$ cat src/hdl/dfr_pkg.sv
// package for the serial frame deframer: types, register indexes, defaults
`default_nettype none

package dfr_pkg;

    localparam int MAX_DATA_DEFAULT = 8;
    localparam int NUM_SLOTS        = 8;

    localparam logic [7:0] START_MARKER_RESET = 8'd2;
    localparam logic [7:0] END_MARKER_RESET   = 8'd3;
    localparam logic [3:0] FRAME_LEN_RESET    = 4'd9;

    typedef enum logic [1:0] {
        CFG_START_MARKER = 2'd0,
        CFG_END_MARKER   = 2'd1,
        CFG_FRAME_LEN    = 2'd2
    } cfg_index_t;

    typedef enum logic [2:0] {
        PH_HUNT = 3'd0,
        PH_LEN  = 3'd1,
        PH_ID1  = 3'd2,
        PH_ID2  = 3'd3,
        PH_DATA = 3'd4,
        PH_END  = 3'd5
    } phase_t;

    typedef struct packed {
        logic [7:0] start_marker;
        logic [7:0] end_marker;
        logic [3:0] frame_len;
    } dfr_cfg_t;

    typedef struct packed {
        logic [8:0]                     frame_id;
        logic [NUM_SLOTS-1:0][7:0]      data;
    } dfr_result_t;

endpackage

`default_nettype wire

$ cat src/hdl/serial_can_frame_deframer_unit.sv
// top level of the serial frame deframer
`default_nettype none

// Parses a byte stream into fixed-length frames: start marker, length byte
// equal to the configured frame length, two id bytes, frame length - 1 data
// bytes, end marker.
// One byte is taken every clock cycle. A good end marker produces one result
// transaction (id sum and data slots 0..7) registered in the next cycle; the
// input stalls only while that result register is full and m_ready is low.
// Configuration writes take effect at the next byte and should be made idle.
module serial_can_frame_deframer_unit #(
    parameter int MAX_DATA = dfr_pkg::MAX_DATA_DEFAULT
) (
    input  wire logic       aclk,
    input  wire logic       aresetn,
    input  wire logic       cfg_we,
    input  wire logic [1:0] cfg_index,
    input  wire logic [7:0] cfg_wdata,
    input  wire logic       s_valid,
    output logic            s_ready,
    input  wire logic [7:0] s_rx_byte,
    output logic            m_valid,
    input  wire logic       m_ready,
    output logic [8:0]      m_frame_id,
    output logic [7:0]      m_data_0,
    output logic [7:0]      m_data_1,
    output logic [7:0]      m_data_2,
    output logic [7:0]      m_data_3,
    output logic [7:0]      m_data_4,
    output logic [7:0]      m_data_5,
    output logic [7:0]      m_data_6,
    output logic [7:0]      m_data_7
);
    import dfr_pkg::*;

    dfr_cfg_t    cfg_reg;
    dfr_result_t res, res_out;
    logic        res_valid;
    logic        byte_accept;

    always_ff @(posedge aclk) begin
        if (!aresetn) begin
            cfg_reg.start_marker <= START_MARKER_RESET;
            cfg_reg.end_marker   <= END_MARKER_RESET;
            cfg_reg.frame_len    <= FRAME_LEN_RESET;
        end else if (cfg_we) begin
            unique case (cfg_index)
                CFG_START_MARKER: cfg_reg.start_marker <= cfg_wdata;
                CFG_END_MARKER:   cfg_reg.end_marker   <= cfg_wdata;
                CFG_FRAME_LEN:    cfg_reg.frame_len    <= cfg_wdata[3:0];
                default: ;
            endcase
        end
    end

    assign byte_accept = s_valid && s_ready;

    dfr_parser #(
        .MAX_DATA (MAX_DATA)
    ) u_parser (
        .aclk        (aclk),
        .aresetn     (aresetn),
        .cfg         (cfg_reg),
        .byte_accept (byte_accept),
        .rx_byte     (s_rx_byte),
        .res_valid   (res_valid),
        .res         (res)
    );

    dfr_out_reg u_out (
        .aclk       (aclk),
        .aresetn    (aresetn),
        .load       (res_valid),
        .res_in     (res),
        .can_accept (s_ready),
        .m_valid    (m_valid),
        .m_ready    (m_ready),
        .res_out    (res_out)
    );

    assign m_frame_id = res_out.frame_id;
    assign m_data_0   = res_out.data[0];
    assign m_data_1   = res_out.data[1];
    assign m_data_2   = res_out.data[2];
    assign m_data_3   = res_out.data[3];
    assign m_data_4   = res_out.data[4];
    assign m_data_5   = res_out.data[5];
    assign m_data_6   = res_out.data[6];
    assign m_data_7   = res_out.data[7];

endmodule

`default_nettype wire

$ cat src/hdl/dfr_parser.sv
// frame parser: phase state machine, byte index, id sum and data buffer
`default_nettype none

module dfr_parser #(
    parameter int MAX_DATA = dfr_pkg::MAX_DATA_DEFAULT
) (
    input  wire logic              aclk,
    input  wire logic              aresetn,
    input  wire dfr_pkg::dfr_cfg_t cfg,
    input  wire logic              byte_accept,
    input  wire logic [7:0]        rx_byte,
    output logic                   res_valid,
    output dfr_pkg::dfr_result_t   res
);
    import dfr_pkg::*;

    // only slots that reach the outputs are stored
    localparam int BUF_DEPTH = (MAX_DATA < NUM_SLOTS) ? MAX_DATA : NUM_SLOTS;

    phase_t      phase_reg, phase_next;
    logic [3:0]  index_reg, index_next;
    logic [8:0]  id_reg, id_next;
    logic [7:0]  buf_reg [BUF_DEPTH];
    logic        buf_we;
    logic [3:0]  index_inc;

    assign index_inc = index_reg + 4'd1;

    always_comb begin
        phase_next = phase_reg;
        index_next = index_reg;
        id_next    = id_reg;
        buf_we     = 1'b0;
        res_valid  = 1'b0;
        unique case (phase_reg)
            PH_LEN: begin
                if (rx_byte == {4'd0, cfg.frame_len}) begin
                    index_next = 4'd0;
                    phase_next = PH_ID1;
                end else begin
                    phase_next = PH_HUNT;
                end
            end
            PH_ID1: begin
                id_next    = {1'b0, rx_byte};
                phase_next = PH_ID2;
            end
            PH_ID2: begin
                id_next    = id_reg + {1'b0, rx_byte};
                phase_next = PH_DATA;
            end
            PH_DATA: begin
                buf_we     = 1'b1;
                index_next = index_inc;
                if (index_inc == (cfg.frame_len - 4'd1)) begin
                    phase_next = PH_END;
                end
            end
            PH_END: begin
                phase_next = PH_HUNT;
                res_valid  = byte_accept && (rx_byte == cfg.end_marker);
            end
            default: begin
                phase_next = (rx_byte == cfg.start_marker) ? PH_LEN : PH_HUNT;
            end
        endcase
    end

    always_ff @(posedge aclk) begin
        if (!aresetn) begin
            phase_reg <= PH_HUNT;
            index_reg <= 4'd0;
            id_reg    <= 9'd0;
        end else if (byte_accept) begin
            phase_reg <= phase_next;
            index_reg <= index_next;
            id_reg    <= id_next;
        end
    end

    for (genvar k = 0; k < BUF_DEPTH; k++) begin : g_buf
        always_ff @(posedge aclk) begin
            if (!aresetn) begin
                buf_reg[k] <= 8'd0;
            end else if (byte_accept && buf_we && index_reg == 4'(k)) begin
                buf_reg[k] <= rx_byte;
            end
        end
    end

    assign res.frame_id = id_reg;

    for (genvar k = 0; k < NUM_SLOTS; k++) begin : g_slot
        if (k < BUF_DEPTH) begin : g_live
            assign res.data[k] = buf_reg[k];
        end else begin : g_zero
            assign res.data[k] = 8'd0;
        end
    end

endmodule

`default_nettype wire

$ cat src/hdl/dfr_out_reg.sv
// result register holding one frame transaction until the consumer takes it
`default_nettype none

module dfr_out_reg (
    input  wire logic                 aclk,
    input  wire logic                 aresetn,
    input  wire logic                 load,
    input  wire dfr_pkg::dfr_result_t res_in,
    output logic                      can_accept,
    output logic                      m_valid,
    input  wire logic                 m_ready,
    output dfr_pkg::dfr_result_t      res_out
);
    import dfr_pkg::*;

    logic        valid_reg;
    dfr_result_t res_reg;

    assign can_accept = !valid_reg || m_ready;
    assign m_valid    = valid_reg;
    assign res_out    = res_reg;

    always_ff @(posedge aclk) begin
        if (!aresetn) begin
            valid_reg <= 1'b0;
        end else if (load) begin
            valid_reg <= 1'b1;
        end else if (m_ready) begin
            valid_reg <= 1'b0;
        end
    end

    always_ff @(posedge aclk) begin
        if (load) begin
            res_reg <= res_in;
        end
    end

endmodule

`default_nettype wire
$ cat config.mk
export PLATFORM = sky130hd
export DESIGN_NAME = serial_can_frame_deframer_unit
export DESIGN_NICKNAME = d
export VERILOG_FILES = /design/src/hdl/dfr_pkg.sv /design/src/hdl/serial_can_frame_deframer_unit.sv /design/src/hdl/dfr_parser.sv /design/src/hdl/dfr_out_reg.sv
export SDC_FILE = /design/constraint.sdc
export NUM_CORES = 1
export LEC_CHECK = 0
export BUFFER_PORTS_ARGS = -buffer_cell sky130_fd_sc_hd__buf_2
export CAP_MARGIN = 5
export CORE_MARGIN = 10
export CORE_UTILIZATION = 30
export CTS_CLUSTER_SIZE = 8
export DETAILED_ROUTE_END_ITERATION = 10
export SLEW_MARGIN = 20
export SYNTH_ARGS = -nofsm -noshare
export SYNTH_HDL_FRONTEND = slang
export SYNTH_SLANG_ARGS = --single-unit
$ cat constraint.sdc
create_clock -name aclk -period 12.1 [get_ports aclk]
set_input_delay 0 -clock aclk [delete_from_list [all_inputs] [get_ports aclk]]
set_output_delay 0 -clock aclk [all_outputs]
set_load 0.05 [all_outputs]
[Word level (Yosys, flattened, before mapping)]
Memory sizes are Yosys's and may differ from the RTL's. A register that Yosys moved wholly into a read port is not among the register bits.
Cells that the tools add are included.
Cells by class
  add/sub/neg operators: 3
  equal/unequal tests: 20
  multiplexer cells: 44
  bitwise operators: 8
  reductions and logical operators: 24
Operators with widths (count)
  8-bit two-way mux: 8
  1-bit two-way mux: 30
  9-bit case mux with 2 select lines: 1
  4-bit by 3-bit equality test with 1-bit output (second input constant): 4
  8-bit equality test: 2
  3-bit case mux with 5 select lines: 1
  1-bit logical AND: 11
  2-bit AND reduction: 5
  9-bit by 8-bit adder with 9-bit output: 1
  4-bit by 2-bit equality test with 1-bit output (second input constant): 2
  8-bit by 4-bit equality test with 1-bit output: 1
  1-bit bitwise OR: 8
  4-bit case mux with 2 select lines: 1
  3-bit by 2-bit equality test with 1-bit output (second input constant): 2
  3-bit equality test (second input constant): 2
  2-bit nonzero test: 3
  4-bit by 1-bit adder with 4-bit output (second input constant): 1
  4-bit by 1-bit equality test with 1-bit output (second input constant): 1
  4-bit equality test: 1
  4-bit logical NOT: 1
  4-bit two-way mux: 1
  2-bit by 1-bit inequality test with 1-bit output (second input constant): 2
  4-bit by 1-bit subtractor with 4-bit output (second input constant): 1
  3-bit by 1-bit equality test with 1-bit output (second input constant): 1
  other kinds (8): 8
Word-level totals
  register bits after elaboration: 46
  memory bits (writable): 64
  word-level logic and storage cells: 108
  memories: 1
Memories
  u_parser.buf_reg: words 8, bits a word 8, rd ports 8, clocked after memory_dff 8, wr ports 8, RTL line dfr_parser.sv:23  | logic [7:0] buf_reg [BUF_DEPTH];

[Depth between registers and ports, before layout]
  depth after elaboration: 9
  gate-level depth with buffers: 9

[Modules after synthesis]
Synthesis repeated with hierarchy kept, for this count alone.
Unflattened totals
  cell total of the unflattened synthesis: 501
  area total of the unflattened synthesis: 6919.1 µm²
Modules (own cells, without submodules)
  dfr_parser: instances 1, cells each 343, area an instance 3873.7 µm²
  dfr_out_reg: instances 1, cells each 77, area an instance 2240.9 µm²
  serial_can_frame_deframer_unit: instances 1, cells each 81, area an instance 804.5 µm²

[Least setup slack after synthesis]
No wires, ideal clock.
  path type: register to register
  from: register u_out.valid_reg (netlist: u_out.m_valid)
  to: register, netlist name m_data_0[0]
  setup time: 0.688 ns
  data arrival time: 8.225 ns
  required time: 11.412 ns
  slack: 3.187 ns
  cell stages (with the launch flop): 4
  path buffers: 0
  clock period less this slack: 8.913 ns
  cell sequence: dfxtp_1 > nand2b_1 > nand4b_1 > nor4_1
On the way
  cells in the longest elaborated chain, start to end: 5
Ends and longest elaborated chain
  start: declaration: RTL line dfr_out_reg.sv:16  | logic valid_reg;
  start signal: assignment: RTL line dfr_out_reg.sv:25  | valid_reg <= 1'b0;
  start signal: assignment: RTL line dfr_out_reg.sv:27  | valid_reg <= 1'b1;
  start signal: assignment: RTL line dfr_out_reg.sv:29  | valid_reg <= 1'b0;
  1-bit logical NOT: RTL line dfr_out_reg.sv:19  | assign can_accept = !valid_reg || m_ready;
  1-bit logical OR: RTL line dfr_out_reg.sv:19
  named net s_ready: RTL line serial_can_frame_deframer_unit.sv:20  | output logic s_ready,
  1-bit logical AND: RTL line serial_can_frame_deframer_unit.sv:56  | assign byte_accept = s_valid && s_ready;
  1-bit logical AND: RTL line dfr_parser.sv:61  | res_valid = byte_accept && (rx_byte == cfg.end_marker);
  1-bit two-way mux: RTL line dfr_parser.sv:35  | unique case (phase_reg)
  named net res_valid: RTL line serial_can_frame_deframer_unit.sv:38  | logic res_valid;
The timed path passes the listed nets, and every way through them passes these cells.
A chain may end at the register's enable or synchronous reset.

==> flow_metrics.env <==
export IMPL_slew_limit_headroom=0.273
export IMPL_period_share=0.200
export IMPL_startpoint_type="flop"
export IMPL_grt_use_total=0.105
export IMPL_hpwlAfterDp_um=10600
export IMPL_period_needed_ps=2420
export IMPL_cts_sinks=174
export IMPL_synth_common_cells="edfxtp_1, and2_1, dfxtp_1, nor2_1, xnor2_1"
export IMPL_tightest_slew_ps=1080
export IMPL_peakVddDrop_v=0.000102
export IMPL_drc_errors=0
export IMPL_ant_nets=0
export IMPL_clockRootBuffer="clkbuf_16"
export IMPL_ys_top_cells_by_area="edfxtp_1, dfxtp_1, and2_1, xnor2_1, mux2i_1"
export IMPL_wl_per_cell_um=16.9
export IMPL_antenna_found_initial=1
export IMPL_synthArstFlopShare=0
export IMPL_yosysTopAreaCell="edfxtp_1"
export IMPL_outcome="finished clean"
export IMPL_die_area_um2=29400
export IMPL_power_density_nw_per_um2=143
export IMPL_core_area_um2=22600
export IMPL_cts_tree="done"
export IMPL_place_congestion=0.812
export IMPL_die_w_um=171
export IMPL_rsz0062_at_grt="no"
export IMPL_insertion_delay_ps=420
export IMPL_grt_pass1_vias=4196
export IMPL_area_delta_synth_final_pct=21.1
export IMPL_leakage_nw=3.02
export IMPL_cp_data_arrival_time_ps=2460
export IMPL_slew_viol_final=0
export IMPL_critPathKind="reg -> reg"
export IMPL_numCtsBuffers=17
export IMPL_skew_ps=12.6
export IMPL_grt_pass1_wl_um=23200
export IMPL_start_util=0.305
export IMPL_clk_pin_slew_worst_paths_ps=70
export IMPL_fmax_mhz=413
export IMPL_hold_viol_final=0
export IMPL_setup_violations_final=0
export IMPL_synth_edf_count=137
export IMPL_route_met3_wl_um=965
export IMPL_diodes=0
export IMPL_dr_pass1_iters=5
export IMPL_setup_tns_ps=0
export IMPL_yosysMostFrequentCell="edfxtp_1"
export IMPL_cp_max_fo=8
export IMPL_whs_path_depth=4
export IMPL_synth_top_area_frac=0.598
export IMPL_largest_reg_flops=64
export IMPL_clk_path_buf_depth=2
export IMPL_dieHeight_um=171
export IMPL_hold_path_class="in -> reg"
export IMPL_synthesis_area_um2=6880
export IMPL_highest_layer="met5"
export IMPL_pin_count=98
export IMPL_synthCells=494
export IMPL_vias_per_cell=4.56
export IMPL_wl_met2_um=7230
export IMPL_cts_resized=0
export IMPL_yosysWarningCount=0
export IMPL_yosys_most_used_dff="edfxtp_1"
export IMPL_wirelength_um=15200
export IMPL_rows=55
export IMPL_htree_levels=4
export IMPL_synth_seq_cells=174
export IMPL_layout_drive_gt1_share=0.222
export IMPL_ys_types=46
export IMPL_ff2ff_path_depth=5
export IMPL_syn_avg_cell_area_um2=13.9
export IMPL_port_buffers=97
export IMPL_vias=4114
export IMPL_synthesis_nets=531
export IMPL_cp_end_kind="flop"
export IMPL_first_iter_violations=250
export IMPL_seq_area_frac_synth=0.706
export IMPL_nNetsFinal=642
export IMPL_grt_max_degree=43
export IMPL_cp_required_ps=12140
export IMPL_holdWs_ps=19.5
export IMPL_cap_violations=0
export IMPL_power_mw=1.20
export IMPL_gr_total_overflow=0
export IMPL_drt_met1_wl_um=6850
export IMPL_cts_setup_buffers=0
kinds of logic (layout without fill, tap and decap cells):
| family | count (synthesis) | in the layout | synth area share |
|---|---|---|---|
| XOR/XNOR | 32 | 32 | 0.0407 |
| adder cells (fa/ha/maj) | 14 | 14 | 0.0266 |
| buffers and inverters | 30 | 154 | 0.0164 |
| multiplexers | 22 | 22 | 0.0320 |
| flip-flops | 174 | 174 | 0.706 |
| AND/OR/NAND/NOR | 170 | 170 | 0.133 |
| AO/OA/AOI/OAI | 52 | 52 | 0.0458 |
placed cells by master, fill, tap and decap left out, types with 14 or more instances in the layout:
master,count
a21oi_1,14
xnor2_1,28
o21ai_0,16
buf_2,97
nor2_1,36
and2_1,59
nand2_1,25
edfxtp_1,137
dfxtp_1,37
mux2i_1,22
clkbuf_16,17
timing repair:
action | CTS | global route
hold buffers | 12 | 0
hold endpoints to repair | 21 | 0
endpoints found under the setup margin | 0 | 0
final timing paths:
check / start / to / slack [ps]
max: u_out.m_valid / u_parser.buf_reg[1][0] / 9680
min: s_valid / u_parser.phase_reg[0] / 20
max reg2reg: u_out.m_valid / u_parser.buf_reg[1][0] / 9680
min reg2reg: u_parser.buf_reg[0][16] / m_data_2[0] / 420
worst max-delay path, cell delays in order, from the launching register on:
cell and delay, ps:
dfxtp_1 310, nand2b_1 170, nand2_1 200, nor2_4 270, nand2_1 190, o21ai_0 880
report_power, final:
part	switching, mW	internal [mW]	leakage, nW
Sequential	0.00531	0.655	1.57
Combinational	0.0262	0.0155	1.19
Clock	0.227	0.266	0.266
Total	0.259	0.937	3.02
layout make-up:
class,count,area [µm²]
multi-input combinational,290,1920
sequential,174,4850
fill,2188,14200
clock inverter,14,108
clock buffer,18,429
timing repair buffer,112,628
tap,285,357
inverter,10,37.5
per-stage QoR:
stage / utilization / instances / setup WS, ps / cell area, µm²
after floorplan: - / 494 / 3190 / 6880
after global placement: 0.340 / 859 / 9830 / 7670
after detailed placement: 0.340 / 859 / 9660 / 7670
after CTS: 0.369 / 903 / 9650 / 8330
after global routing: 0.369 / 903 / 9490 / 8330
final: 0.369 / 903 / 9680 / 8330
layer usage:
metal | vias to the layer above | global-route usage
met3 | 19 | 0.0351
met1 | 1970 | 0.128
met5 | - | 0
met2 | 126 | 0.169
met4 | 2 | 0.0389
li1 | 1997 | -
(Power assumes the default switching activity.)
